==> config.mk <==
export PLATFORM = sky130hd
export DESIGN_NAME = sfc_out_stage
export DESIGN_NICKNAME = d
export VERILOG_FILES = /design/src/sv/sfc_pkg.sv /design/src/sv/sfc_out_stage.sv
export SDC_FILE = /design/constraint.sdc
export NUM_CORES = 1
export LEC_CHECK = 0
export BUFFER_PORTS_ARGS = -buffer_cell sky130_fd_sc_hd__buf_2
export CAP_MARGIN = 20
export CORE_MARGIN = 3
export CORE_UTILIZATION = 35
export DETAILED_ROUTE_END_ITERATION = 8
export GPL_TIMING_DRIVEN = 0
export HOLD_SLACK_MARGIN = 0.06
export PLACE_DENSITY = 0.59
export RECOVER_POWER = 100
export SLEW_MARGIN = 30
export SYNTH_ARGS = -nofsm -noshare
export SYNTH_HDL_FRONTEND = slang
export SYNTH_SLANG_ARGS = --single-unit
==> constraint.sdc <==
create_clock -name clk -period 4.45 [get_ports clk]
set_input_delay 0.2225 -clock clk [delete_from_list [all_inputs] [get_ports clk]]
set_output_delay 0.2225 -clock clk [all_outputs]
set_load 0.02 [all_outputs]
==> src/sv/sfc_pkg.sv <==
// Shared constants and types for the streaming FIR convolver.
package sfc_pkg;

  localparam int MAX_TAPS  = 64;
  localparam int MAX_FRAME = 4096;

  localparam int DATA_W   = 16;                         // Q1.15 sample / coefficient
  localparam int IDX_W    = 6;                          // coef_index field
  localparam int PROD_W   = 2 * DATA_W;                 // Q2.30 product
  localparam int ACC_W    = PROD_W + $clog2(MAX_TAPS);  // exact sum of all taps
  localparam int TCNT_W   = $clog2(MAX_TAPS) + 1;       // holds 0..MAX_TAPS
  localparam int SEEN_W   = $clog2(MAX_TAPS);           // holds 0..MAX_TAPS/2
  localparam int FPOS_W   = $clog2(MAX_FRAME);          // holds 0..MAX_FRAME-1
  localparam int FLEN_W   = FPOS_W + 1;                 // holds 1..MAX_FRAME

  localparam int CFG_TAPS_W  = 7;
  localparam int CFG_FRAME_W = 13;
  localparam int CFG_DATA_W  = 13;
  localparam int CFG_ADDR_W  = 1;

  localparam int IN_TDATA_W  = 24;  // coef_index, value, zero fill
  localparam int OUT_TDATA_W = 16;  // out_sample

  // configuration register indexes
  localparam logic [CFG_ADDR_W-1:0] CFG_TAP_COUNT = 1'd0;
  localparam logic [CFG_ADDR_W-1:0] CFG_FRAME_LEN = 1'd1;

  // input item kinds
  localparam logic KIND_SAMPLE = 1'b0;
  localparam logic KIND_COEF   = 1'b1;

  // partial sum traveling down the cell row
  typedef struct packed {
    logic                    vld;
    logic signed [ACC_W-1:0] sum;
  } sfc_wave_t;

  // finished sum handed to the output stage
  typedef struct packed {
    logic                    vld;
    logic signed [ACC_W-1:0] sum;
    logic                    last;
  } sfc_done_t;

endpackage

==> src/sv/sfc_out_stage.sv <==
// Output stage: round and saturate to Q1.15, output register plus one holding slot.
module sfc_out_stage (
  input  logic                                  clk,
  input  logic                                  rst_n,
  input  sfc_pkg::sfc_done_t                    done,
  output logic                                  pend_full,
  output logic                                  out_tvalid,
  input  logic                                  out_tready,
  output logic [sfc_pkg::OUT_TDATA_W-1:0]       out_tdata,
  output logic                                  out_tlast
);
  import sfc_pkg::*;

  localparam int RND_W = ACC_W + 1;
  localparam int Q_W   = RND_W - (DATA_W - 1);
  localparam logic signed [Q_W-1:0] Q_MAX = Q_W'((1 << (DATA_W - 1)) - 1);
  localparam logic signed [Q_W-1:0] Q_MIN = -Q_W'(1 << (DATA_W - 1));

  logic signed [RND_W-1:0]  rnd;
  logic signed [Q_W-1:0]    q;
  logic signed [DATA_W-1:0] sat;

  logic                     out_vld_r, out_vld_nxt;
  logic signed [DATA_W-1:0] out_smp_r, out_smp_nxt;
  logic                     out_last_r, out_last_nxt;
  logic                     pend_vld_r, pend_vld_nxt;
  logic signed [DATA_W-1:0] pend_smp_r, pend_smp_nxt;
  logic                     pend_last_r, pend_last_nxt;
  logic                     take;

  // round half up, then clamp
  always_comb begin
    rnd = RND_W'(done.sum) + RND_W'(1 << (DATA_W - 2));
    q   = Q_W'(rnd >>> (DATA_W - 1));
    if (q > Q_MAX)      sat = DATA_W'(Q_MAX);
    else if (q < Q_MIN) sat = DATA_W'(Q_MIN);
    else                sat = DATA_W'(q);
  end

  assign take = out_vld_r & out_tready;

  always_comb begin
    out_vld_nxt   = out_vld_r;
    out_smp_nxt   = out_smp_r;
    out_last_nxt  = out_last_r;
    pend_vld_nxt  = pend_vld_r;
    pend_smp_nxt  = pend_smp_r;
    pend_last_nxt = pend_last_r;
    if (!out_vld_r || take) begin
      if (pend_vld_r) begin
        out_vld_nxt   = 1'b1;
        out_smp_nxt   = pend_smp_r;
        out_last_nxt  = pend_last_r;
        pend_vld_nxt  = done.vld;
        pend_smp_nxt  = sat;
        pend_last_nxt = done.last;
      end else begin
        out_vld_nxt  = done.vld;
        out_smp_nxt  = sat;
        out_last_nxt = done.last;
      end
    end else if (done.vld) begin
      pend_vld_nxt  = 1'b1;
      pend_smp_nxt  = sat;
      pend_last_nxt = done.last;
    end
  end

  always_ff @(posedge clk) begin
    if (!rst_n) begin
      out_vld_r  <= 1'b0;
      pend_vld_r <= 1'b0;
    end else begin
      out_vld_r  <= out_vld_nxt;
      pend_vld_r <= pend_vld_nxt;
    end
  end

  always_ff @(posedge clk) begin
    out_smp_r   <= out_smp_nxt;
    out_last_r  <= out_last_nxt;
    pend_smp_r  <= pend_smp_nxt;
    pend_last_r <= pend_last_nxt;
  end

  assign pend_full  = pend_vld_r;
  assign out_tvalid = out_vld_r;
  assign out_tdata  = OUT_TDATA_W'(out_smp_r);
  assign out_tlast  = out_last_r;

endmodule

==> impl_metrics.env <==
export IMPL_synth_edf_count=34
export IMPL_maxSlewViolCount=0
export IMPL_dr_pass1_iters=4
export IMPL_die_y_um=85.2
export IMPL_rrSetupSlack_ns=1.43
export IMPL_drcViolationCount=0
export IMPL_diodes=0
export IMPL_final_period_utilization_pct=72.0
export IMPL_hold_viol_final=0
export IMPL_cts_setup_buffers=0
export IMPL_grt_pass1_vias=1685
export IMPL_multiInputGateArea_um2=1000
export IMPL_ant_nets=0
export IMPL_h_tree_depth=2
export IMPL_io_pins=62
export IMPL_vdd_drop_max_uv=136
export IMPL_clkTransAtPathRegs_ns=0.07
export IMPL_synth_seq_cells=36
export IMPL_period_minus_slack_ns=3.20
export IMPL_power_uw=780
export IMPL_setup_worst_path_start="done[15]"
export IMPL_place_gp_congestion=0.872
export IMPL_async_flop_share_pct=0
export IMPL_worst_setup_path_type="in -> reg"
export IMPL_grt_antenna_before_repair=0
export IMPL_cts_repair_resized=0
export IMPL_skew_ns=0.00533
export IMPL_fp_coreArea_um2=5990
export IMPL_grt_setup_unrepaired="false"
export IMPL_viasPerCell=5.21
export IMPL_critPathLaunchType="input port"
export IMPL_wl_per_cell_um=14.8
export IMPL_cts_tree="done"
export IMPL_io_buffers=46
export IMPL_cts_made_buffers=5
export IMPL_nFillCells=623
export IMPL_root_buffer="clkbuf_8"
export IMPL_worst_slew_pin_slew_ns=1.37
export IMPL_track_usage_pct=14.5
export IMPL_cts_sinks=36
export IMPL_max_freq_mhz=312
export IMPL_rr_worst_depth=5
export IMPL_drv_cap=0
export IMPL_ys_seq_area_share_pct=48.3
export IMPL_syn_inst=207
export IMPL_synth_area_per_cell_um2=10.6
export IMPL_ctsLongestPathBuffers=2
export IMPL_fin_setup_tns_ns=0
export IMPL_critPathRequiredTime_ns=4.52
export IMPL_synth_fp_nets=251
export IMPL_status="finished, final reports clean"
export IMPL_area_growth_pct=14.9
export IMPL_finalSetupViolCount=0
export IMPL_dp_hpwl_mm=3.76
export IMPL_vias=1757
export IMPL_hold_class="in -> reg"
export IMPL_initial_utilization_pct=36.7
export IMPL_p_leak_uw=0.000772
export IMPL_layout_nets=305
export IMPL_die_area_um2=7260
export IMPL_routed_wl_mm=4.98
export IMPL_end_kind="register"
export IMPL_worstSetupEndpoint="out_tdata[3]$_DFFE_PN_"
export IMPL_power_density_nw_per_um2=309
export IMPL_relSlewSlack_pct=7.86
export IMPL_row_count=28
export IMPL_syn_area_um2=2200
export IMPL_yosysWarnings=0
export IMPL_register_area_um2=1060
export IMPL_synth_cell_types=49
export IMPL_clock_latency_ns=0.29
export IMPL_worst_r2r_endpoint="pend_smp_r[8]$_DFFE_PP_"
export IMPL_path_max_fanout=10
export IMPL_grt_pass1_wl_mm=8.16
export IMPL_ys_flop_type="edfxtp_1"
export IMPL_gr_total_overflow=0
export IMPL_grt_max_degree=18
export IMPL_arrival_ns=3.27
export IMPL_drive_gt1_share_pct=19.5
export IMPL_cts_hold_buf=0
export IMPL_r2r_start="pend_full$_SDFFE_PN0P_"
export IMPL_die_width_um=85.2
export IMPL_drt_iter0_drc=86
per-layer routing:
metal	share of wire [%]	wire [µm]	GRT usage, %	vias to the layer above
li1	-	-	-	895
met1	45	2240	18.9	811
met2	48	2380	23.2	46
met3	5.3	266	3.01	5
met4	1.9	95	6.47	0
met5	0	0	0	-
cell families (layout without fill, tap and decap cells):
logic type	Yosys count	after routing	synth area share, %
DFF	36	36	48.3
buffers and inverters	16	71	3.42
adders and majority gates	1	1	0.569
xor gates and xnor gates	16	16	6.38
and+or+nand+nor	88	88	22.1
AOI/OAI and AO/OA	49	49	18.7
muxes	1	1	0.512
per-stage QoR:
stage | hold slack (ns) | instances | instance area (µm²) | utilization (%) | setup WS, ns
after global routing | 0.151 | 337 | 2520 | 42.1 | 0.863
after detailed placement | 0.420 | 329 | 2540 | 42.3 | 1.47
after CTS | 0.109 | 337 | 2630 | 43.9 | 1.78
final | 0.150 | 337 | 2520 | 42.1 | 1.25
after floorplan | 0.321 | 207 | 2200 | - | 1.77
after global placement | 0.420 | 328 | 2520 | 42.1 | 1.08
registers in the layout (all words and copies together) (netlist names):
register and cells:
pend_full 1, out_tvalid 1, pend_smp_r 16, out_tlast 1
pend_last_r 1, out_tdata 16
how the worst min path moves through the flow:
stage | startpoint | to | cells past startpoint
after floorplan | done[0] | pend_last_r$_DFFE_PP_ | 0
after CTS | done[0] | pend_last_r$_DFFE_PP_ | 1
final | done[0] | pend_last_r$_DFFE_PP_ | 1
after global placement | done[0] | pend_last_r$_DFFE_PP_ | 1
after global routing | done[0] | pend_last_r$_DFFE_PP_ | 1
after detailed placement | done[0] | pend_last_r$_DFFE_PP_ | 1
placed cells by master, fill, tap and decap left out, types with 3 or more instances in the layout:
cell type / count
edfxtp_1: 34
clkbuf_1: 32
nand2_1: 30
buf_2: 25
o21ai_0: 16
nor2_1: 10
nand3_1: 8
xnor2_1: 8
xor2_1: 8
nand4_1: 7
or2_2: 7
clkbuf_8: 6
o211ai_1: 5
nor4_1: 4
nor3_1: 4
inv_1: 4
o311ai_0: 4
nor3b_1: 3
a31oi_1: 3
o31ai_1: 3
o211ai_2: 3
synthesized netlist by cell type, drive strengths merged, types with 2 or more instances:
library cell | number | share of area [%]
a21boi | 2 | 0.68
a21oi | 2 | 0.46
a31oi | 3 | 0.85
and2 | 2 | 0.57
and3 | 2 | 0.57
buf | 5 | 1.5
clkbuf | 7 | 1.3
dfxtp | 2 | 1.8
edfxtp | 34 | 46
inv | 4 | 0.68
nand2 | 30 | 5.1
nand3 | 8 | 2.0
nand4 | 8 | 3.0
nand4b | 2 | 0.80
nor2 | 10 | 1.7
nor2b | 2 | 0.57
nor3 | 4 | 0.91
nor3b | 3 | 1.5
nor4 | 5 | 1.4
o211ai | 8 | 4.3
o21ai | 18 | 4.3
o311ai | 6 | 4.4
o31ai | 3 | 1.0
or2 | 8 | 2.4
or4 | 2 | 0.68
xnor2 | 8 | 3.2
xor2 | 8 | 3.2
cell type report:
| class | count | share of cell area (%) |
|---|---|---|
| clock inverter | 1 | 0.297 |
| tap | 75 | 3.72 |
| clock buffer | 7 | 3.42 |
| inverter | 4 | 0.595 |
| sequential | 36 | 42.0 |
| timing repair buffer | 47 | 8.23 |
| multi-input combinational | 155 | 39.6 |
| buffer | 12 | 2.13 |
worst max-delay path, stage by stage:
cell      delay (ns)
clkbuf_1        0.20
ha_1            0.27
nand3_1         0.31
or4_1           0.55
clkbuf_1        0.19
nor3b_1         0.38
nor2_1          0.08
nor3_1          0.19
a31oi_1         0.15
clkbuf_1        0.29
o311ai_0        0.43
power breakdown:
group,total [µW],internal [µW],switching (µW)
Sequential,402,398,4.79
Combinational,132,44.6,87.7
Clock,245,126,119
Total,780,568,212
No activity file was read; power rests on OpenSTA's default activity.
