**src/sv/sfc_pkg.sv**
```systemverilog
// Shared constants and types for the streaming FIR convolver.
package sfc_pkg;

  localparam int MAX_TAPS  = 64;
  localparam int MAX_FRAME = 4096;

  localparam int DATA_W   = 16;                         // Q1.15 sample / coefficient
  localparam int IDX_W    = 6;                          // coef_index field
  localparam int PROD_W   = 2 * DATA_W;                 // Q2.30 product
  localparam int ACC_W    = PROD_W + $clog2(MAX_TAPS);  // exact sum of all taps
  localparam int TCNT_W   = $clog2(MAX_TAPS) + 1;       // holds 0..MAX_TAPS
  localparam int SEEN_W   = $clog2(MAX_TAPS);           // holds 0..MAX_TAPS/2
  localparam int FPOS_W   = $clog2(MAX_FRAME);          // holds 0..MAX_FRAME-1
  localparam int FLEN_W   = FPOS_W + 1;                 // holds 1..MAX_FRAME

  localparam int CFG_TAPS_W  = 7;
  localparam int CFG_FRAME_W = 13;
  localparam int CFG_DATA_W  = 13;
  localparam int CFG_ADDR_W  = 1;

  localparam int IN_TDATA_W  = 24;  // coef_index, value, zero fill
  localparam int OUT_TDATA_W = 16;  // out_sample

  // configuration register indexes
  localparam logic [CFG_ADDR_W-1:0] CFG_TAP_COUNT = 1'd0;
  localparam logic [CFG_ADDR_W-1:0] CFG_FRAME_LEN = 1'd1;

  // input item kinds
  localparam logic KIND_SAMPLE = 1'b0;
  localparam logic KIND_COEF   = 1'b1;

  // partial sum traveling down the cell row
  typedef struct packed {
    logic                    vld;
    logic signed [ACC_W-1:0] sum;
  } sfc_wave_t;

  // finished sum handed to the output stage
  typedef struct packed {
    logic                    vld;
    logic signed [ACC_W-1:0] sum;
    logic                    last;
  } sfc_done_t;

endpackage

```
**src/sv/sfc_cell.sv**
```systemverilog
// One tap cell: holds a coefficient and a history sample, adds its product to the passing sum.
module sfc_cell (
  input  logic                                 clk,
  input  logic                                 rst_n,
  input  logic                                 shift_en,
  input  logic signed [sfc_pkg::DATA_W-1:0]    x_in,
  output logic signed [sfc_pkg::DATA_W-1:0]    x_out,
  input  logic                                 coef_we,
  input  logic signed [sfc_pkg::DATA_W-1:0]    coef_in,
  input  logic                                 tap_en,
  input  sfc_pkg::sfc_wave_t                   wave_in,
  output sfc_pkg::sfc_wave_t                   wave_out
);
  import sfc_pkg::*;

  logic signed [DATA_W-1:0] x_r, x_nxt;
  logic signed [DATA_W-1:0] coef_r, coef_nxt;
  logic signed [PROD_W-1:0] prod_r, prod_nxt;
  logic                     vld_r, vld_nxt;
  logic signed [ACC_W-1:0]  sum_r, sum_nxt;

  always_comb begin
    x_nxt    = shift_en ? x_in : x_r;
    coef_nxt = coef_we ? coef_in : coef_r;
    // taps beyond tap_count contribute nothing
    prod_nxt = tap_en ? PROD_W'(coef_r * x_r) : '0;
    vld_nxt  = wave_in.vld;
    sum_nxt  = wave_in.sum + ACC_W'(prod_r);
  end

  always_ff @(posedge clk) begin
    if (!rst_n) begin
      x_r    <= '0;
      coef_r <= '0;
      vld_r  <= 1'b0;
    end else begin
      x_r    <= x_nxt;
      coef_r <= coef_nxt;
      vld_r  <= vld_nxt;
    end
  end

  always_ff @(posedge clk) begin
    prod_r <= prod_nxt;
    sum_r  <= sum_nxt;
  end

  assign x_out        = x_r;
  assign wave_out.vld = vld_r;
  assign wave_out.sum = sum_r;

endmodule

```
**config.mk**
```make
export PLATFORM = sky130hd
export DESIGN_NAME = sfc_cell
export DESIGN_NICKNAME = d
export VERILOG_FILES = /design/src/sv/sfc_pkg.sv /design/src/sv/sfc_cell.sv
export SDC_FILE = /design/constraint.sdc
export NUM_CORES = 1
export LEC_CHECK = 0
export BUFFER_PORTS_ARGS = -buffer_cell sky130_fd_sc_hd__buf_2
export CAP_MARGIN = 5
export CORE_ASPECT_RATIO = 2
export CORE_MARGIN = 2
export CORE_UTILIZATION = 62
export CTS_CLUSTER_SIZE = 16
export DETAILED_ROUTE_END_ITERATION = 10
export PLACE_DENSITY = 0.86
export SYNTH_ARGS = -nofsm -noshare
export SYNTH_HDL_FRONTEND = slang
export SYNTH_SLANG_ARGS = --single-unit
```
**constraint.sdc**
```tcl
create_clock -name clk -period 8.2 [get_ports clk]
set_clock_uncertainty 0.2 [all_clocks]
set_input_delay 1.64 -clock clk [delete_from_list [all_inputs] [get_ports clk]]
set_output_delay 1.64 -clock clk [all_outputs]
set_load 0.02 [all_outputs]
```
==> flow_metrics.env, run 1 <==
export IMPL_outcome="finished, final reports clean"
export IMPL_antenna_found_initial=1
export IMPL_final_util=0.678
export IMPL_place_inst=1931
export IMPL_global_route_usage_met1=0.280
export IMPL_path_clk_slew_ps=80
export IMPL_die_x_um=112
export IMPL_synth_xor_area_share=0.0380
export IMPL_wire_per_inst_um=18.2
export IMPL_endpoint_kind="flip-flop"
export IMPL_netlist_instances=1566
export IMPL_place_congestion=0.958
export IMPL_initial_utilization=0.628
export IMPL_row_count=79
export IMPL_io_pins=131
export IMPL_synthTopCellsByArea="fa_1 (36%), dfxtp_1 (14%), ha_1 (10%), inv_1 (7.8%), and2_1 (6.5%)"
export IMPL_fin_setup_tns_ps=0
export IMPL_grt_pass1_wl_mm=58.1
export IMPL_vias=11200
export IMPL_nNetsFinal=2117
export IMPL_yosysSeqAreaShare=0.142
export IMPL_relSlewSlack=0.375
export IMPL_seqPwrFrac=0.286
export IMPL_cap_violations=0
export IMPL_tightest_slew_ps=936
export IMPL_die_area_um2=24800
export IMPL_cts_sinks=103
export IMPL_ant_nets=0
export IMPL_cts_hold_buf=0
export IMPL_use_met2=0.577
export IMPL_fin_cells=1948
export IMPL_drc=0
export IMPL_htreeDepth=3
export IMPL_synth_top_cell_area_share=0.362
export IMPL_crit_type="reg -> reg"
export IMPL_first_iter_violations=664
export IMPL_die_h_um=221
export IMPL_drtPass1Iterations=5
export IMPL_critical_path_startpoint_type="flip-flop"
export IMPL_grtUsageMet3=0.0389
export IMPL_period_minus_slack_ps=6690
export IMPL_fillers=1793
export IMPL_grt_util_all_layers=0.302
export IMPL_tritoncts="built"
export IMPL_hold_violations=0
export IMPL_pwr_share_comb=0.528
export IMPL_cts_buffer_depth=2
export IMPL_clock_latency_ps=370
export IMPL_power_switching_mw=1.07
export IMPL_synth_top_family_by_area="adder cells"
export IMPL_drive_above_1_share=0.0962
export IMPL_syn_to_final_growth_pct=7.88
export IMPL_top_usage_layer="met2"
export IMPL_grt_max_degree=39
export IMPL_synth_ff_type="dfxtp_1"
export IMPL_syn_area_per_cell_um2=9.28
export IMPL_cts_inserted_buffers=9
export IMPL_vdd_ir_drop_max_v=0.000275
export IMPL_synth_seq_cells=103
export IMPL_port_buffer_count=130
export IMPL_finalCritPeriodShare=0.815
export IMPL_core_um2=23100
export IMPL_synth_edf_count=0
export IMPL_swShare=0.430
export IMPL_synthTopCellsByCount="inv_1 (302), fa_1 (263), and2_1 (151), nand2_1 (151), ha_1 (119)"
export IMPL_grt_pass1_vias=12300
export IMPL_syn_nets=2024
export IMPL_yosys_area_top_type="fa_1"
export IMPL_cts_resized=0
export IMPL_yosys_warnings=0
export IMPL_hold_class="reg -> reg"
export IMPL_routed_via_density=5.74
export IMPL_p_int_mw=1.42
export IMPL_post_cts_buffers=0
export IMPL_rsz0062_at_grt="no"
export IMPL_leakagePower_nw=8.10
export IMPL_routed_wl_mm=35.4
export IMPL_slew_violations=0
export IMPL_fmax_ghz=0.150
export IMPL_muxShareOfSynthArea=0.0234
export IMPL_async_flop_share=0
export IMPL_synth_simple_area_share=0.156
export IMPL_gr_total_overflow=0
export IMPL_yosys_area_share_adder=0.465
export IMPL_yosysMostFrequentCell="inv_1"
export IMPL_setup_violations=0
export IMPL_cp_data_arrival_time_ps=6790
export IMPL_place_hpwl_mm=29.1
export IMPL_cts_root_buf="clkbuf_16"
export IMPL_yosys_cell_types_count=60
export IMPL_critPathMaxFanout=18
export IMPL_syn_area_um2=14500
export IMPL_cp_required_ps=8300
export IMPL_rrSetupSlack_ps=1510
export IMPL_synth_compound_area_share=0.0846
export IMPL_p_per_area_nw_per_um2=159
export IMPL_pwr_share_clk=0.186
[worst paths after layout]
path | cells after the start | from | endpoint
hold / removal | 1 | prod_r[0] | sum_r[0]
hold reg to reg | 1 | prod_r[0] | sum_r[0]
setup reg to reg | 21 | x_out[7] | prod_r[23]
setup / recovery | 21 | x_out[7] | prod_r[23]
[layout by cell type (no fill, tap or decap), types with 3 or more instances in the layout]
cell type	n
o21ai_1	10
dfxtp_1	103
nor2_1	50
or3_1	4
o21bai_1	7
buf_2	130
a31oi_1	7
nor2b_1	36
nand2b_1	8
o21ai_0	37
inv_8	3
mux2i_1	34
nand2_1	151
o21a_1	5
nand3_1	11
a21o_1	13
a21oi_1	71
and2_1	151
and3_1	4
o211ai_1	4
xor2_1	15
a21boi_0	3
xnor2_1	48
a211oi_1	5
inv_1	302
a211o_1	3
clkbuf_16	9
fa_1	263
a211oi_2	3
ha_1	119
nor3_1	8
nand4_1	9
[cell families after synthesis]
| logic type | count (synthesis) |
|---|---|
| compound gates | 191 |
| xor+xnor | 63 |
| fa+ha+maj | 382 |
| buf+inv | 350 |
| flops | 103 |
| mux | 34 |
| simple gates | 443 |
[layer usage]
metal  routed length (um)  vias to the layer above
li1                     -                     5041
met4                 3150                        0
met5                    0                        -
met2                19500                      435
met1                11200                     5521
met3                 1640                      184
[worst max-delay path, cell delays in order, from the launching register on]
cell and delay [ps]:
dfxtp_1 820, nand2_1 200, fa_1 580, inv_1 60, fa_1 510, inv_1 60
fa_1 540, inv_1 50, fa_1 460, fa_1 490, inv_1 50, fa_1 480
inv_1 40, ha_1 340, a21oi_1 220, a21boi_0 110, o21ai_0 420, a21oi_1 150
a21oi_1 290, o21ai_2 110, a31oi_1 230, mux2i_1 200
[power groups by stage]
stage	clock network [mW]	logic [mW]	registers [mW]
finish	0.465	1.32	0.714
global route	0.497	1.47	0.727
CTS	0.477	1.31	0.712
detailed placement	0	1.30	0.724
global placement	0	1.26	0.722
floorplan	0	0.890	0.791
[flip-flops by register name (all words and copies together) (netlist names)]
register,count
x_out,16
prod_r,32
vld_r,1
sum_r,38
coef_r,16
[per-stage QoR]
step | instance area, um2 | worst slack, ps | hold slack (ps) | total power, mW
finish | 15700 | 1510 | 248 | 2.50
global route | 15700 | 1210 | 283 | 2.69
CTS | 15700 | 1570 | 253 | 2.50
detailed placement | 15300 | 1580 | 235 | 2.03
global placement | 15300 | 1770 | 224 | 1.98
floorplan | 14500 | 1960 | 220 | 1.68
[layout make-up]
cell class                 count  area (um2)  share of cell area
antenna                        1        2.50            0.000160
clock buffer                   9         225              0.0144
clock inverter                 7        97.6             0.00623
inverter                     302        1130              0.0723
multi-input combinational   1113       11100               0.711
sequential                   103        2060               0.132
tap                          283         354              0.0226
timing repair buffer         130         651              0.0415
Note: power is estimated with default switching activity, not from simulation.
==> run 2: changes to the inputs <==
--- a/config.mk
+++ b/config.mk
@@ -9,10 +9,10 @@
 export CAP_MARGIN = 5
 export CORE_ASPECT_RATIO = 2
 export CORE_MARGIN = 2
-export CORE_UTILIZATION = 62
+export CORE_UTILIZATION = 56
 export CTS_CLUSTER_SIZE = 16
 export DETAILED_ROUTE_END_ITERATION = 10
-export PLACE_DENSITY = 0.86
+export PLACE_DENSITY = 0.82
 export SYNTH_ARGS = -nofsm -noshare
 export SYNTH_HDL_FRONTEND = slang
 export SYNTH_SLANG_ARGS = --single-unit
==> constraint.sdc (replaced) <==
create_clock -name clk -period 5.7 [get_ports clk]
set_clock_uncertainty 0.2 [all_clocks]
set_input_delay 1.14 -clock clk [delete_from_list [all_inputs] [get_ports clk]]
set_output_delay 1.14 -clock clk [all_outputs]
set_load 0.02 [all_outputs]
==> run 2 against run 1 <==
Net effect:
- the flow now finishes with violations (setup timing)
- critical endpoint is now prod_r[31]
- clock power rose by 34%
- first-iteration DRC count fell by 14%
- flip-flop and latch count did not move
- power rose by 60%
- sequential share of layout area fell by 1.3 points
- sequential power rose by 38%
- critical path depth did not move
- via count rose by 6.5%
- final cell count rose by 13%
- register-to-register slack got worse by 1700 ps
- largest cell class unchanged
==> flow_metrics.env, run 2 (synthesis gave the netlist of run 1 again) <==
export IMPL_cp_data_arrival_time_ps=5950
export IMPL_die_x_um=118
export IMPL_die_h_um=232
export IMPL_setup_violations=6
export IMPL_largest_reg_flops=38
export IMPL_core_um2=25500
export IMPL_antenna_found_initial=2
export IMPL_cts_buffer_depth=2
export IMPL_min_path_cells=1
export IMPL_top_register="sum_r"
export IMPL_drive_above_1_share=0.281
export IMPL_routed_wl_mm=40.9
export IMPL_cap_violations=0
export IMPL_leakagePower_nw=9.19
export IMPL_crit_top_cell="fa_1"
export IMPL_hold_class="reg -> reg"
export IMPL_place_hpwl_mm=32.6
export IMPL_drtPass1Iterations=5
export IMPL_rsz0062_at_grt="yes"
export IMPL_fmax_ghz=0.171
export IMPL_nNetsFinal=2316
export IMPL_cts_sinks=103
export IMPL_gr_total_overflow=0
export IMPL_endpoint_kind="flip-flop"
export IMPL_path_clk_slew_ps=80
export IMPL_ant_nets=0
export IMPL_drc=0
export IMPL_routed_via_density=5.40
export IMPL_cp_required_ps=5790
export IMPL_r2r_end="prod_r[31]"
export IMPL_layout_setup_ws_ps=-155
export IMPL_fin_setup_tns_ps=-549
export IMPL_grt_util_all_layers=0.304
export IMPL_critical_path_slowest_cell="fa_2"
export IMPL_p_per_area_nw_per_um2=221
export IMPL_worstHoldStart="prod_r[0]"
export IMPL_critPathMaxFanout=8
export IMPL_critical_path_startpoint_type="flip-flop"
export IMPL_row_count=83
export IMPL_hold_violations=0
export IMPL_reg2reg_from="x_out[6]"
export IMPL_rrSetupSlack_ps=-160
export IMPL_outcome="complete, but fails checks"
export IMPL_cp_cell_sequence="buf_4, and2_1, fa_1, inv_2, fa_2, fa_2, inv_1, fa_1, fa_1, inv_1, fa_1, inv_1, ha_4, nand2_2, a21boi_2, o21ai_4, a211oi_4, o2111ai_2, a31oi_4, nand4_1, o311ai_2"
export IMPL_critPathBufInv=5
export IMPL_die_area_um2=27300
export IMPL_cts_inserted_buffers=9
export IMPL_syn_to_final_growth_pct=24.5
export IMPL_vias=11900
export IMPL_cts_root_buf="clkbuf_16"
export IMPL_critPathMaxStageDelay_ps=530
export IMPL_wire_per_inst_um=18.6
export IMPL_final_util=0.708
export IMPL_tightest_slew_ps=576
export IMPL_relSlewSlack=0.616
export IMPL_first_iter_violations=574
export IMPL_clock_latency_ps=390
export IMPL_htreeDepth=3
export IMPL_cts_hold_buf=0
export IMPL_grt_max_degree=39
export IMPL_top_regs="sum_r x38, prod_r x32"
export IMPL_port_buffer_count=130
export IMPL_place_congestion=1.03
export IMPL_grt_pass1_vias=13000
export IMPL_tritoncts="built"
export IMPL_critPathTopFamily="adder cells"
export IMPL_final_common_cell="inv_1"
export IMPL_io_pins=131
export IMPL_vdd_ir_drop_max_v=0.000137
export IMPL_holdPathEnd="sum_r[0]"
export IMPL_grt_pass1_wl_mm=63.9
export IMPL_slew_violations=0
export IMPL_initial_utilization=0.569
export IMPL_finalCritPeriodShare=1.03
export IMPL_mostFrequentLayoutCells="inv_1 (276), fa_1 (238), buf_4 (166)"
export IMPL_violations="setup timing"
export IMPL_worst_r2r_cell_count=21
export IMPL_period_minus_slack_ps=5860
export IMPL_crit_type="reg -> reg"
## run 2: cell types whose count changed in the layout (fill, tap and decap cells not counted), sizes merged
| cell | before | now |
|---|---|---|
| clkbuf | 9 | 10 |
| bufinv | 1 | 0 |
| clkinv | 2 | 3 |
| diode | 1 | 2 |
| buf | 130 | 328 |
## run 2: area by class of cell
type                            instances  area, um2
Inverter                              302       1130
Tap cell                              340        425
Multi-Input combinational cell       1113      11800
Clock buffer                            9        225
Antenna cell                            2       5.00
Timing Repair Buffer                  329       2320
Fill cell                            1901       7460
Clock inverter                          7       65.1
Sequential cell                       103       2150
## run 2: worst max path at each step
stage | cells after the start | end | slack [ps] | startpoint
3_5_place_dp | 19 | prod_r[30] | -300 | coef_r[12]
3_3_place_gp | 19 | prod_r[31] | -170 | coef_r[12]
5_1_grt | 23 | prod_r[31] | -340 | x_out[8]
6_report | 21 | prod_r[31] | -160 | x_out[6]
2_1_floorplan | 19 | prod_r[28] | 7 | x_out[2]
4_1_cts | 19 | prod_r[31] | -90 | coef_r[15]
## run 2: timing repair
action,CTS,global route
setup buffers,35,34
gates resized for setup,103,116
gates cloned,0,0
pin swaps,65,71
setup endpoints to repair,16,19
## run 2: through the flow
stage	instances	hold slack (ps)	total power [mW]	setup slack, ps	cell area [um2]
after CTS	2170	253	3.85	-87.1	17500
after detailed placement	2120	234	3.12	-305	16600
final	2205	248	3.99	-155	18100
after floorplan	1566	220	2.45	7.17	14700
after global placement	2120	224	3.05	-173	16600
after global routing	2205	271	4.28	-338	18100
## run 2: where the power goes
group | internal [mW] | switching, mW | leakage (nW)
clock network | 0.307 | 0.316 | 0.144
registers | 0.905 | 0.0804 | 0.873
logic | 1.07 | 1.31 | 8.17
## run 2: per-layer routing
metal  up-vias  global-route usage  part of all wire
met4         0               0.231             0.095
met2       390               0.595              0.55
met1      5880               0.278              0.32
met3       199              0.0381             0.036
li1       5437                   -                 -
met5         -                   0                 0
